<file path="config.mk">
export PLATFORM = sky130hd
export DESIGN_NAME = sliding_window_throughput_meter
export DESIGN_NICKNAME = d
export VERILOG_FILES = /design/src/design/swtm_pkg.sv /design/src/design/swtm_accum.sv /design/src/design/swtm_div.sv /design/src/design/sliding_window_throughput_meter.sv
export SDC_FILE = /design/constraint.sdc
export NUM_CORES = 1
export LEC_CHECK = 0
export BUFFER_PORTS_ARGS = -buffer_cell sky130_fd_sc_hd__buf_4
export CAP_MARGIN = 20
export CORE_AREA = 3 3 436 309
export CTS_BUF_LIST = sky130_fd_sc_hd__clkbuf_2
export DETAILED_ROUTE_END_ITERATION = 10
export DIE_AREA = 0 0 439 312
export SLEW_MARGIN = 25
export SYNTH_ARGS = -nofsm -noshare
export SYNTH_HDL_FRONTEND = slang
export SYNTH_SLANG_ARGS = --single-unit
</file>
<file path="constraint.sdc">
create_clock -name i_clk -period 14 [get_ports i_clk]
set_input_delay 2.1 -clock i_clk [delete_from_list [all_inputs] [get_ports i_clk]]
set_output_delay 2.1 -clock i_clk [all_outputs]
set_load 0.05 [all_outputs]
</file>
<file path="src/design/swtm_pkg.sv">
// ----------------------------------------------------------------------------
// Sliding-window throughput meter: shared definitions
// Window size, field widths, running-total widths and control structures.
// ----------------------------------------------------------------------------
`default_nettype none

package swtm_pkg;

    localparam int WINDOW         = 5;
    localparam int SAMPLE_BYTES_W = 31;
    localparam int SAMPLE_DUR_W   = 32;
    localparam int RATE_W         = 32;
    localparam int MS_SHIFT_W     = 10;

    localparam int IDX_W      = (WINDOW > 1) ? $clog2(WINDOW) : 1;
    localparam int CNT_W      = $clog2(WINDOW + 1);
    localparam int BYTE_TOT_W = SAMPLE_BYTES_W + $clog2(WINDOW);
    localparam int DUR_TOT_W  = SAMPLE_DUR_W + $clog2(WINDOW);
    localparam int NUM_W      = BYTE_TOT_W + MS_SHIFT_W;
    localparam int PASS_W     = $clog2(DUR_TOT_W + 1);
    localparam int STEP_W     = $clog2(NUM_W + 1);

    typedef struct packed {
        logic start;
        logic replace;
    } t_acc_ctl;

endpackage

`default_nettype wire

</file>
<file path="src/design/swtm_accum.sv">
// ----------------------------------------------------------------------------
// Running-total accumulator
// Updates the byte and duration totals one bit per cycle, adding the new
// sample and, when the ring is full, subtracting the sample it replaces.
// ----------------------------------------------------------------------------
`default_nettype none

module swtm_accum (
    input  wire logic                                  i_clk,
    input  wire logic                                  i_rst_n,
    input  wire swtm_pkg::t_acc_ctl                    i_ctl,
    input  wire logic [swtm_pkg::SAMPLE_BYTES_W-1:0]   i_new_bytes,
    input  wire logic [swtm_pkg::SAMPLE_DUR_W-1:0]     i_new_dur,
    input  wire logic [swtm_pkg::SAMPLE_BYTES_W-1:0]   i_old_bytes,
    input  wire logic [swtm_pkg::SAMPLE_DUR_W-1:0]     i_old_dur,
    output logic                                       o_busy,
    output logic [swtm_pkg::BYTE_TOT_W-1:0]            o_byte_total,
    output logic [swtm_pkg::DUR_TOT_W-1:0]             o_dur_total
);
    import swtm_pkg::*;

    logic [BYTE_TOT_W-1:0]     r_bt;
    logic [DUR_TOT_W-1:0]      r_dt;
    logic [SAMPLE_BYTES_W-1:0] r_nb;
    logic [SAMPLE_DUR_W-1:0]   r_nd;
    logic [SAMPLE_BYTES_W-1:0] r_ob;
    logic [SAMPLE_DUR_W-1:0]   r_od;
    logic [1:0]                r_cb;
    logic [1:0]                r_cd;
    logic                      r_rep;
    logic [PASS_W-1:0]         r_cnt;
    logic                      r_busy;

    logic       w_sub_b;
    logic       w_sub_d;
    logic [2:0] w_sum_b;
    logic [2:0] w_sum_d;

    assign w_sub_b = r_rep & ~r_ob[0];
    assign w_sub_d = r_rep & ~r_od[0];
    assign w_sum_b = 3'(r_bt[0]) + 3'(r_nb[0]) + 3'(w_sub_b) + 3'(r_cb);
    assign w_sum_d = 3'(r_dt[0]) + 3'(r_nd[0]) + 3'(w_sub_d) + 3'(r_cd);

    always_ff @(posedge i_clk) begin
        if (!i_rst_n) begin
            r_busy <= 1'b0;
            r_bt   <= '0;
            r_dt   <= '0;
            r_cnt  <= '0;
        end else if (i_ctl.start) begin
            r_busy <= 1'b1;
            r_cnt  <= '0;
            r_nb   <= i_new_bytes;
            r_nd   <= i_new_dur;
            r_ob   <= i_old_bytes;
            r_od   <= i_old_dur;
            r_rep  <= i_ctl.replace;
            r_cb   <= {1'b0, i_ctl.replace};
            r_cd   <= {1'b0, i_ctl.replace};
        end else if (r_busy) begin
            r_nb <= {1'b0, r_nb[SAMPLE_BYTES_W-1:1]};
            r_ob <= {1'b0, r_ob[SAMPLE_BYTES_W-1:1]};
            r_nd <= {1'b0, r_nd[SAMPLE_DUR_W-1:1]};
            r_od <= {1'b0, r_od[SAMPLE_DUR_W-1:1]};
            r_dt <= {w_sum_d[0], r_dt[DUR_TOT_W-1:1]};
            r_cd <= w_sum_d[2:1];
            if (r_cnt < PASS_W'(BYTE_TOT_W)) begin
                r_bt <= {w_sum_b[0], r_bt[BYTE_TOT_W-1:1]};
                r_cb <= w_sum_b[2:1];
            end
            r_cnt <= r_cnt + 1'b1;
            if (r_cnt == PASS_W'(DUR_TOT_W - 1)) begin
                r_busy <= 1'b0;
            end
        end
    end

    assign o_busy       = r_busy;
    assign o_byte_total = r_bt;
    assign o_dur_total  = r_dt;

endmodule

`default_nettype wire

</file>
<file path="src/design/swtm_div.sv">
// ----------------------------------------------------------------------------
// Rate divider
// Scales the byte total by 1000 and divides it by the duration
// total, one quotient bit per cycle, saturating the rate at all-ones.
// ----------------------------------------------------------------------------
`default_nettype none

module swtm_div (
    input  wire logic                              i_clk,
    input  wire logic                              i_rst_n,
    input  wire logic                              i_start,
    input  wire logic [swtm_pkg::BYTE_TOT_W-1:0]   i_byte_total,
    input  wire logic [swtm_pkg::DUR_TOT_W-1:0]    i_dur_total,
    output logic                                   o_busy,
    output logic [swtm_pkg::RATE_W-1:0]            o_rate
);
    import swtm_pkg::*;

    localparam logic [1:0] PH_MUL1 = 2'd0;
    localparam logic [1:0] PH_MUL2 = 2'd1;
    localparam logic [1:0] PH_DIV  = 2'd2;

    logic                  r_busy;
    logic [1:0]            r_phase;
    logic [BYTE_TOT_W-1:0] r_mul;
    logic [NUM_W-1:0]      r_num;
    logic [DUR_TOT_W-1:0]  r_den;
    logic [DUR_TOT_W-1:0]  r_rem;
    logic [RATE_W-1:0]     r_q;
    logic                  r_ovf;
    logic [STEP_W-1:0]     r_step;

    logic [DUR_TOT_W:0] w_trial;
    logic               w_ge;
    logic [DUR_TOT_W:0] w_diff;

    assign w_trial = {r_rem, r_num[NUM_W-1]};
    assign w_ge    = (w_trial >= {1'b0, r_den});
    assign w_diff  = w_trial - {1'b0, r_den};

    always_ff @(posedge i_clk) begin
        if (!i_rst_n) begin
            r_busy  <= 1'b0;
            r_phase <= PH_MUL1;
            r_step  <= '0;
        end else if (i_start) begin
            r_busy  <= 1'b1;
            r_phase <= PH_MUL1;
            r_mul   <= i_byte_total;
            r_den   <= i_dur_total;
        end else if (r_busy) begin
            case (r_phase)
                PH_MUL1: begin
                    r_num   <= (NUM_W'(r_mul) << 10) - (NUM_W'(r_mul) << 4);
                    r_phase <= PH_MUL2;
                end
                PH_MUL2: begin
                    r_num   <= r_num - (NUM_W'(r_mul) << 3);
                    r_rem   <= '0;
                    r_q     <= '0;
                    r_ovf   <= 1'b0;
                    r_step  <= '0;
                    r_phase <= PH_DIV;
                end
                PH_DIV: begin
                    r_num  <= {r_num[NUM_W-2:0], 1'b0};
                    r_rem  <= w_ge ? w_diff[DUR_TOT_W-1:0] : w_trial[DUR_TOT_W-1:0];
                    r_q    <= {r_q[RATE_W-2:0], w_ge};
                    r_ovf  <= r_ovf | r_q[RATE_W-1];
                    r_step <= r_step + 1'b1;
                    if (r_step == STEP_W'(NUM_W - 1)) begin
                        r_busy <= 1'b0;
                    end
                end
                default: begin
                    r_phase <= PH_MUL1;
                    r_busy  <= 1'b0;
                end
            endcase
        end
    end

    assign o_busy = r_busy;
    assign o_rate = r_ovf ? {RATE_W{1'b1}} : r_q;

endmodule

`default_nettype wire

</file>
<file path="src/design/sliding_window_throughput_meter.sv">
// ----------------------------------------------------------------------------
// Sliding-window throughput meter
// Holds the last WINDOW transfer samples and reports bytes per second.
//
// The slave stream takes one command per beat: tuser selects add (0) or
// query (1), tdata carries the sample byte count and duration in ms.
// Every beat yields exactly one result beat on the master stream: tdata
// is the rate, tuser carries has_samples and rate_valid.
// An add's result waits for the bit-serial update of the 34-bit byte and
// 35-bit duration running totals. A query's result waits for the 44-step
// quotient loop of the divider; a query with no samples goes straight to
// its result. One beat is worked on at a time and tready is high only
// while the block is idle.
// Reset empties the window and clears the totals; the sample store itself
// is not cleared. While the receiver stalls the finished result is held in
// the output register, and the next beat may be accepted and worked on
// until its own result is ready.
// ----------------------------------------------------------------------------
`default_nettype none

module sliding_window_throughput_meter (
    input  wire logic        i_clk,
    input  wire logic        i_rst_n,
    input  wire logic        s_axis_tvalid,
    output logic             s_axis_tready,
    // tdata: sample_bytes[30:0], sample_duration[62:31], zero pad[63]
    input  wire logic [63:0] s_axis_tdata,
    // tuser: command
    input  wire logic        s_axis_tuser,
    output logic             m_axis_tvalid,
    input  wire logic        m_axis_tready,
    // tdata: rate[31:0]
    output logic [31:0]      m_axis_tdata,
    // tuser: has_samples[0], rate_valid[1]
    output logic [1:0]       m_axis_tuser
);
    import swtm_pkg::*;

    localparam logic [1:0] ST_IDLE = 2'd0;
    localparam logic [1:0] ST_ADD  = 2'd1;
    localparam logic [1:0] ST_DIV  = 2'd2;
    localparam logic [1:0] ST_DONE = 2'd3;
    localparam logic       CMD_ADD = 1'b0;
    localparam int         POS_W   = IDX_W + 2;

    logic [SAMPLE_BYTES_W-1:0] r_byte_store [WINDOW];
    logic [SAMPLE_DUR_W-1:0]   r_dur_store  [WINDOW];
    logic [SAMPLE_BYTES_W-1:0] r_old_bytes;
    logic [SAMPLE_DUR_W-1:0]   r_old_dur;
    logic [IDX_W-1:0]          r_oldest;
    logic [CNT_W-1:0]          r_fill;
    logic [1:0]                r_state;
    logic                      r_is_rate;
    logic                      r_out_valid;
    logic                      r_out_has;
    logic                      r_out_rv;
    logic [RATE_W-1:0]         r_out_rate;

    logic                      w_accept;
    logic                      w_cmd;
    logic [SAMPLE_BYTES_W-1:0] w_bytes;
    logic [SAMPLE_DUR_W-1:0]   w_dur;
    logic                      w_full;
    logic [POS_W-1:0]          w_pos;
    logic [IDX_W-1:0]          w_slot;
    logic                      w_out_free;
    logic                      w_out_load;
    logic                      w_div_start;
    t_acc_ctl                  w_acc_ctl;
    logic                      w_acc_busy;
    logic [BYTE_TOT_W-1:0]     w_byte_total;
    logic [DUR_TOT_W-1:0]      w_dur_total;
    logic                      w_div_busy;
    logic [RATE_W-1:0]         w_rate;

    assign s_axis_tready = (r_state == ST_IDLE);
    assign w_accept      = s_axis_tvalid & s_axis_tready;
    assign w_cmd         = s_axis_tuser;
    assign w_bytes       = s_axis_tdata[SAMPLE_BYTES_W-1:0];
    assign w_dur         = s_axis_tdata[SAMPLE_BYTES_W+SAMPLE_DUR_W-1:SAMPLE_BYTES_W];
    assign w_full        = (r_fill == CNT_W'(WINDOW));
    assign w_pos         = POS_W'(r_oldest) + POS_W'(r_fill);
    assign w_slot        = w_full ? r_oldest :
                           (w_pos >= POS_W'(WINDOW)) ? IDX_W'(w_pos - POS_W'(WINDOW)) :
                           IDX_W'(w_pos);
    assign w_out_free    = ~r_out_valid | m_axis_tready;
    assign w_out_load    = (r_state == ST_DONE) & w_out_free;

    assign w_acc_ctl.start   = w_accept & (w_cmd == CMD_ADD);
    assign w_acc_ctl.replace = w_full;
    assign w_div_start       = w_accept & (w_cmd != CMD_ADD) & (r_fill != '0);

    swtm_accum u_accum (
        .i_clk        (i_clk),
        .i_rst_n      (i_rst_n),
        .i_ctl        (w_acc_ctl),
        .i_new_bytes  (w_bytes),
        .i_new_dur    (w_dur),
        .i_old_bytes  (r_old_bytes),
        .i_old_dur    (r_old_dur),
        .o_busy       (w_acc_busy),
        .o_byte_total (w_byte_total),
        .o_dur_total  (w_dur_total)
    );

    swtm_div u_div (
        .i_clk        (i_clk),
        .i_rst_n      (i_rst_n),
        .i_start      (w_div_start),
        .i_byte_total (w_byte_total),
        .i_dur_total  (w_dur_total),
        .o_busy       (w_div_busy),
        .o_rate       (w_rate)
    );

    always_ff @(posedge i_clk) begin
        if (w_acc_ctl.start) begin
            r_byte_store[w_slot] <= w_bytes;
            r_dur_store[w_slot]  <= w_dur;
        end
        r_old_bytes <= r_byte_store[r_oldest];
        r_old_dur   <= r_dur_store[r_oldest];
    end

    always_ff @(posedge i_clk) begin
        if (!i_rst_n) begin
            r_state     <= ST_IDLE;
            r_oldest    <= '0;
            r_fill      <= '0;
            r_is_rate   <= 1'b0;
            r_out_valid <= 1'b0;
        end else begin
            if (w_out_load) begin
                r_out_valid <= 1'b1;
            end else if (m_axis_tready) begin
                r_out_valid <= 1'b0;
            end
            case (r_state)
                ST_IDLE: begin
                    if (w_accept) begin
                        r_is_rate <= w_div_start;
                        if (w_cmd == CMD_ADD) begin
                            r_state <= ST_ADD;
                            if (w_full) begin
                                r_oldest <= (r_oldest == IDX_W'(WINDOW - 1)) ? '0 :
                                            r_oldest + 1'b1;
                            end else begin
                                r_fill <= r_fill + 1'b1;
                            end
                        end else if (w_div_start) begin
                            r_state <= ST_DIV;
                        end else begin
                            r_state <= ST_DONE;
                        end
                    end
                end
                ST_ADD: begin
                    if (!w_acc_busy) begin
                        r_state <= ST_DONE;
                    end
                end
                ST_DIV: begin
                    if (!w_div_busy) begin
                        r_state <= ST_DONE;
                    end
                end
                ST_DONE: begin
                    if (w_out_load) begin
                        r_out_has   <= (r_fill != '0);
                        r_out_rv    <= r_is_rate;
                        r_out_rate  <= r_is_rate ? w_rate : '0;
                        r_state     <= ST_IDLE;
                    end
                end
                default: begin
                    r_state <= ST_IDLE;
                end
            endcase
        end
    end

    assign m_axis_tvalid = r_out_valid;
    assign m_axis_tdata  = r_out_rate;
    assign m_axis_tuser  = {r_out_rv, r_out_has};

endmodule

`default_nettype wire
</file>
==> results of run 1 <==
[registers in the layout, summed over array words and instances (netlist names), 32 cells and up]
signal                cells
m_axis_tdata             32
r_byte_store            155
r_dur_store             160
r_old_dur                32
u_accum.o_byte_total     34
u_accum.o_dur_total      35
u_accum.r_nd             32
u_accum.r_od             32
u_div.r_den              35
u_div.r_mul              34
u_div.r_num              41
u_div.r_q                32
u_div.r_rem              35
[kinds of logic (layout without fill, tap and decap cells)]
| group | after synthesis | count (layout) | share of synthesized area |
|---|---|---|---|
| mux | 149 | 149 | 0.0646 |
| simple gates | 981 | 981 | 0.117 |
| other cells | 0 | 6 | 0 |
| xor+xnor | 107 | 107 | 0.0257 |
| fa+ha+maj | 129 | 129 | 0.0456 |
| buf+inv | 253 | 606 | 0.0268 |
| flops | 816 | 816 | 0.628 |
| compound gates | 530 | 530 | 0.0924 |
[through the flow]
step | hold WS (ns) | setup WS [ns] | power, uW | instances | area, um^2
after global placement | 0.438 | 8.57 | 3390 | 4710 | 39200
after CTS | 0.419 | 8.44 | 5060 | 5067 | 41100
after floorplan | 0.406 | 5.58 | 3230 | 2965 | 36500
after global routing | 0.440 | 8.14 | 5250 | 5071 | 41200
final | 0.436 | 8.59 | 4970 | 5075 | 41200
after detailed placement | 0.441 | 8.52 | 3400 | 4711 | 39300
[Yosys cell counts, types with 24 or more instances]
| cell type | count |
|---|---|
| sky130_fd_sc_hd__edfxtp_1 | 658 |
| sky130_fd_sc_hd__a21o_1 | 51 |
| sky130_fd_sc_hd__and2_1 | 46 |
| sky130_fd_sc_hd__mux4_2 | 63 |
| sky130_fd_sc_hd__o21a_1 | 47 |
| sky130_fd_sc_hd__xor2_1 | 44 |
| sky130_fd_sc_hd__nor2_1 | 110 |
| sky130_fd_sc_hd__inv_1 | 113 |
| sky130_fd_sc_hd__nand2_1 | 630 |
| sky130_fd_sc_hd__dfxtp_1 | 158 |
| sky130_fd_sc_hd__ha_1 | 122 |
| sky130_fd_sc_hd__clkbuf_1 | 115 |
| sky130_fd_sc_hd__nor3_1 | 24 |
| sky130_fd_sc_hd__nand3_1 | 43 |
| sky130_fd_sc_hd__xnor2_1 | 63 |
| sky130_fd_sc_hd__nand4_1 | 30 |
| sky130_fd_sc_hd__mux2_2 | 63 |
| sky130_fd_sc_hd__o21ai_0 | 57 |
| sky130_fd_sc_hd__a21oi_1 | 218 |
[layer usage]
layer,GRT usage,wire [um],part of all wire,vias to the layer above
li1,-,-,-,11300
met1,0.177,41100,0.50,11300
met2,0.172,35100,0.42,570
met3,0.0298,5040,0.061,116
met4,0.0416,1500,0.018,6
met5,0,36,0.00043,-
[worst paths after layout]
check | startpoint | end | slack (ns) | cells after the start
worst max-delay path | r_oldest[0]$_SDFFE_PN0P_ | r_byte_store[0][12]$_DFFE_PP_ | 8.59 | 14
worst min-delay path | u_accum.o_dur_total[23]$_SDFFE_PN0P_ | u_div.r_den[23]$_DFFE_PP_ | 0.44 | 0
worst max register to register | r_oldest[0]$_SDFFE_PN0P_ | r_byte_store[0][12]$_DFFE_PP_ | 8.59 | 14
worst min register to register | u_accum.o_dur_total[23]$_SDFFE_PN0P_ | u_div.r_den[23]$_DFFE_PP_ | 0.44 | 0
[final cells by class]
class,count,area share
multi-input combinational,1896,0.308
sequential,816,0.556
clock inverter,63,0.0101
inverter,114,0.0105
antenna,6,0.000364
tap,1751,0.0532
timing repair buffer,136,0.0262
clock buffer,293,0.0356
[where the power goes]
part	leakage (uW)	internal, uW	switching (uW)
registers	0.00742	2780	40.8
logic	0.00624	166	348
clock network	0.00141	659	973
total	0.0151	3610	1360
==> results.sh, run 1 <==
export IMPL_pin_count_of_the_biggest_net_entering_global_routing=140
export IMPL_critPathTopFamily="simple AND/OR/NAND/NOR gates"
export IMPL_ctsHoldBuffers=0
export IMPL_syn2layout_area_growth_pct=12.9
export IMPL_maxClockFrequency_mhz=185
export IMPL_route_vias_total=23300
export IMPL_total_leakage_power_uw=0.0151
export IMPL_drive_above_1_share=0.184
export IMPL_cts_buffers=194
export IMPL_max_slew_margin=0.336
export IMPL_synth_area_per_cell_um2=12.3
export IMPL_hold_viol_final=0
export IMPL_clkSinkCount=816
export IMPL_finalCriticalPeriod_ns=5.41
export IMPL_postSynth_topFlopCell="sky130_fd_sc_hd__edfxtp_1"
export IMPL_synthesized_cell_area_um2=36500
export IMPL_critical_path_endpoint_type="register"
export IMPL_antenna_found_initial=13
export IMPL_remaining_drc_errors=0
export IMPL_grt_pass1_wl_mm=132
export IMPL_grt_usage=0.121
export IMPL_cts_tree="built"
export IMPL_nNetsFinal=3356
export IMPL_routed_wirelength_mm=82.8
export IMPL_ir_worst_vdd_mv=0.0764
export IMPL_dr_pass1_iters=6
export IMPL_floorplan_core_area_um2=131000
export IMPL_grt_ovfl_total=0
export IMPL_post_synth_main_area_contributors="sky130_fd_sc_hd__edfxtp_1, sky130_fd_sc_hd__dfxtp_1, sky130_fd_sc_hd__nand2_1, sky130_fd_sc_hd__ha_1, sky130_fd_sc_hd__mux4_2"
export IMPL_outcome="finished, final reports clean"
export IMPL_cts_repair_resize_count=0
export IMPL_synthesis_yosys_warnings=0
export IMPL_top_level_ports=105
export IMPL_synth_fp_nets=3163
export IMPL_num_fill_cells=13300
export IMPL_min_delay_path_class="register to register"
export IMPL_worstPathRequired_ns=15.02
export IMPL_critPathMaxFanout=41
export IMPL_cts_path_max_buffers=3
export IMPL_timing_critical_path_slowest_cell_delay_ns=0.87
export IMPL_start_util=0.280
export IMPL_synth_edf_count=658
export IMPL_timing_critical_path_buf_inv=2
export IMPL_post_cts_repair_setup_buffers=0
export IMPL_start_kind="register"
export IMPL_port_buffers=103
export IMPL_ys_types=74
export IMPL_die_area_um2=137000
export IMPL_final_setup_violation_count=0
export IMPL_drtAntennaViolNets=0
export IMPL_critical_path_arrival_ns=6.43
export IMPL_cp_slowest_cell="sky130_fd_sc_hd__dfxtp_4"
export IMPL_post_synth_top_area_fraction=0.541
export IMPL_post_synth_inst_count=2965
export IMPL_final_common_cell="sky130_fd_sc_hd__edfxtp_1"
export IMPL_placer_s_final_routability_congestion_estimate=0.827
export IMPL_h_tree_depth=4
export IMPL_viasPerCell=4.60
export IMPL_synth_async_reset_ratio=0
export IMPL_synthDominantAreaCellType="sky130_fd_sc_hd__edfxtp_1"
export IMPL_finalCoreUtilization=0.316
export IMPL_placement_rows=111
export IMPL_totalNegativeSetupSlack_ns=0
export IMPL_cap_violations=0
export IMPL_post_synthesis_register_bit_count=816
export IMPL_area_sequential_um2=22900
export IMPL_slew_viol_final=0
export IMPL_first_global_vias=23100
export IMPL_cts_root_buffer_cell="sky130_fd_sc_hd__clkbuf_2"
export IMPL_multi_input_area_um2=12700
export IMPL_power_per_cell_area_nw_per_um2=121
export IMPL_clock_skew_ns=0.0664
export IMPL_worstSetupPathType="register to register"
export IMPL_die_h_um=312
export IMPL_tightestPinTransition_ns=0.996
export IMPL_timing_critical_path_cells="ha_1, inv_1, fa_1, ha_1, nand2b_1, a221o_1, a221o_1, nor2b_1, xnor2_1, nand2_1, o21ai_1, nand2_1, nor2_4, buf_4"
export IMPL_worst_skew_pair_late_latency_ns=1.40
export IMPL_detail_route_wl_per_cell_um=16.3
export IMPL_seq_area_frac_synth=0.628
export IMPL_rsz0062_at_grt="false"
export IMPL_layout_cells_most_common_list="sky130_fd_sc_hd__edfxtp_1, sky130_fd_sc_hd__nand2_1, sky130_fd_sc_hd__clkbuf_2"
export IMPL_die_width_um=439
export IMPL_clk_pin_slew_ns=0.12
export IMPL_timing_final_crit_share=0.386
export IMPL_hpwlAfterDp_mm=50.7
export IMPL_drt_iter0_markers=1774
Power figures use the tool's default switching activity.
==> run 2: changes to the inputs <==
- clock period: 14 -> 4.95 ns (I/O delays scaled with it)
==> run 2 against run 1 <==
Maximum frequency grew 34%. Critical path depth decreased by 1. Sequential power grew to 2.8 times the previous value. Final area is 3.5% higher. Clock skew increased by 0.040 ns. Combinational power increased to 3.1 times the previous value. Sequential share of layout area shrank 1.9 points. Sequential cell count unchanged. First-iteration DRC count is 0.39% lower. Worst hold slack worse by 0.16 ns. Register-to-register slack worse by 7.7 ns. Cell count up 2.7%. Largest power group unchanged.
==> results.sh, run 2 (synthesis results as in run 1) <==
export IMPL_outcome="finished, final reports clean"
export IMPL_rsz0062_at_grt="false"
export IMPL_cts_repair_resize_count=0
export IMPL_detail_route_wl_per_cell_um=16.1
export IMPL_largest_register_ffs=160
export IMPL_worst_hold_path_num_cells=4
export IMPL_clk_pin_slew_ns=0.11
export IMPL_clkSinkCount=816
export IMPL_pin_count_of_the_biggest_net_entering_global_routing=87
export IMPL_hold_viol_final=0
export IMPL_largest_registers_in_the_final_layout="r_dur_store x160, r_byte_store x155, u_div.r_num x41"
export IMPL_top_register="r_dur_store"
export IMPL_cts_buffers=188
export IMPL_setup_slack_of_the_worst_register_to_register_path_ns=0.90
export IMPL_cts_path_max_buffers=3
export IMPL_cts_tree="built"
export IMPL_h_tree_depth=4
export IMPL_start_kind="register"
export IMPL_timing_final_crit_share=0.817
export IMPL_layout_cells_most_common_list="sky130_fd_sc_hd__edfxtp_1, sky130_fd_sc_hd__nand2_1, sky130_fd_sc_hd__clkbuf_2"
export IMPL_hpwlAfterDp_mm=52.3
export IMPL_route_vias_total=23900
export IMPL_critical_path_arrival_ns=5.14
export IMPL_drive_above_1_share=0.181
export IMPL_power_switching_share=0.279
export IMPL_final_cell_area_um2=42600
export IMPL_tightestPinTransition_ns=1.01
export IMPL_crit_path_start="r_fill[0]$_SDFFE_PN0P_"
export IMPL_ir_worst_vdd_mv=0.190
export IMPL_critical_path_endpoint_type="register"
export IMPL_remaining_drc_errors=0
export IMPL_drtAntennaViolNets=0
export IMPL_finalCriticalPeriod_ns=4.05
export IMPL_maxClockFrequency_mhz=247
export IMPL_power_per_cell_area_nw_per_um2=331
export IMPL_grt_usage=0.122
export IMPL_placement_setup_worst_slack_ns=0.914
export IMPL_postLayoutSetupSlackWorst_ns=0.904
export IMPL_comb_power_share=0.112
export IMPL_grt_pass1_wl_mm=133
export IMPL_finalCoreUtilization=0.327
export IMPL_timing_critical_path_cells="ha_1, inv_1, fa_1, ha_1, nand2b_1, a221o_1, a221o_1, nand2_1, a21oi_1, a21oi_1, nand2_1, nor3_4, buf_4"
export IMPL_min_delay_path_class="input pin to register"
export IMPL_clock_power_share=0.321
export IMPL_place_area_um2=39400
export IMPL_worstPathRequired_ns=6.04
export IMPL_syn2layout_area_growth_pct=16.8
export IMPL_final_common_cell="sky130_fd_sc_hd__edfxtp_1"
export IMPL_cap_violations=0
export IMPL_cts_root_buffer_cell="sky130_fd_sc_hd__clkbuf_2"
export IMPL_switching_power_uw=3940
export IMPL_nNetsFinal=3491
export IMPL_top_level_ports=105
export IMPL_timing_hold_worst_endpoint="u_accum.r_nb[0]$_DFFE_PP_"
export IMPL_worst_skew_pair_late_latency_ns=1.51
export IMPL_max_slew_margin=0.328
export IMPL_routed_wirelength_mm=83.8
export IMPL_die_h_um=312
export IMPL_antenna_found_initial=8
export IMPL_slew_viol_final=0
export IMPL_floorplan_core_area_um2=131000
export IMPL_holdCritStartpoint="s_axis_tdata[0]"
export IMPL_worstReg2RegEnd="r_dur_store[4][30]$_DFFE_PP_"
export IMPL_final_setup_violation_count=0
export IMPL_crit_reg_reg_startpoint="r_fill[0]$_SDFFE_PN0P_"
export IMPL_ff2ff_path_depth=13
export IMPL_num_fill_cells=13200
export IMPL_die_width_um=439
export IMPL_grt_ovfl_total=0
export IMPL_critPathMaxFanout=19
export IMPL_placer_s_final_routability_congestion_estimate=0.847
export IMPL_first_global_vias=23600
export IMPL_hold_worst_slack_ns=0.280
export IMPL_port_buffers=103
export IMPL_dr_pass1_iters=5
export IMPL_worstSetupPathType="register to register"
export IMPL_seq_power_share=0.566
export IMPL_total_leakage_power_uw=0.0157
export IMPL_viasPerCell=4.58
export IMPL_post_layout_power_uw=14100
export IMPL_die_area_um2=137000
export IMPL_cp_slowest_cell="sky130_fd_sc_hd__fa_1"
export IMPL_internal_dissipation_uw=10200
export IMPL_placement_rows=111
export IMPL_timing_critical_path_slowest_cell_delay_ns=0.50
export IMPL_drt_iter0_markers=1767
export IMPL_clock_skew_ns=0.107
export IMPL_start_util=0.280
==> run 2: layout make-up <==
type / instances / area, um^2 / share of cell area
Multi-Input combinational cell: 1896 / 12700 / 0.298
Sequential cell: 816 / 22900 / 0.538
Tap cell: 1751 / 2190 / 0.0514
Timing Repair Buffer: 277 / 2510 / 0.0589
Clock buffer: 292 / 1460 / 0.0343
Antenna cell: 6 / 15.0 / 0.000352
Inverter: 114 / 433 / 0.0102
Clock inverter: 59 / 384 / 0.00901
==> run 2: repair_timing <==
action                                 4_1_cts  5_1_grt
buffers inserted                             0        0
endpoints found under the hold margin      605        0
hold buffers                               134        0
==> run 2: per-layer routing <==
metal,global-route usage,vias up,wire length [um]
li1,-,11600,-
met1,0.182,11600,42300
met2,0.172,618,35100
met3,0.0278,102,4870
met4,0.0416,0,1470
met5,0,-,0
==> run 2: critical path: cells and delay by family (launching register included) <==
family                     cells  cell delay, ns
buffers and inverters          2            0.42
and+or+nand+nor                4            0.77
AOI/OAI and AO/OA              4            1.22
DFF                            1            0.41
adders and majority gates      3            0.89
==> run 2: worst max path at each step <==
stage | to | slack (ns)
2_1_floorplan | r_byte_store[2][0]$_DFFE_PP_ | -0.01
3_5_place_dp | r_byte_store[4][14]$_DFFE_PP_ | 0.91
3_3_place_gp | r_byte_store[4][14]$_DFFE_PP_ | 0.93
4_1_cts | r_dur_store[4][30]$_DFFE_PP_ | 0.90
6_report | r_dur_store[4][30]$_DFFE_PP_ | 0.90
5_1_grt | r_dur_store[4][30]$_DFFE_PP_ | 0.66
==> run 2: metrics by stage <==
step	instances	setup TNS (ns)
2_1_floorplan	2965	-1.35
3_3_place_gp	4719	0
3_5_place_dp	4719	0
4_1_cts	5204	0
5_1_grt	5208	0
6_report	5211	0
==> run 2: power by group through the flow <==
stage,sequential (uW),combinational [uW],clock (uW)
3_3_place_gp,8140,1480,0
6_report,7990,1590,4530
4_1_cts,7990,1610,4760
5_1_grt,8020,1770,5080
2_1_floorplan,8190,962,0
3_5_place_dp,8140,1510,0
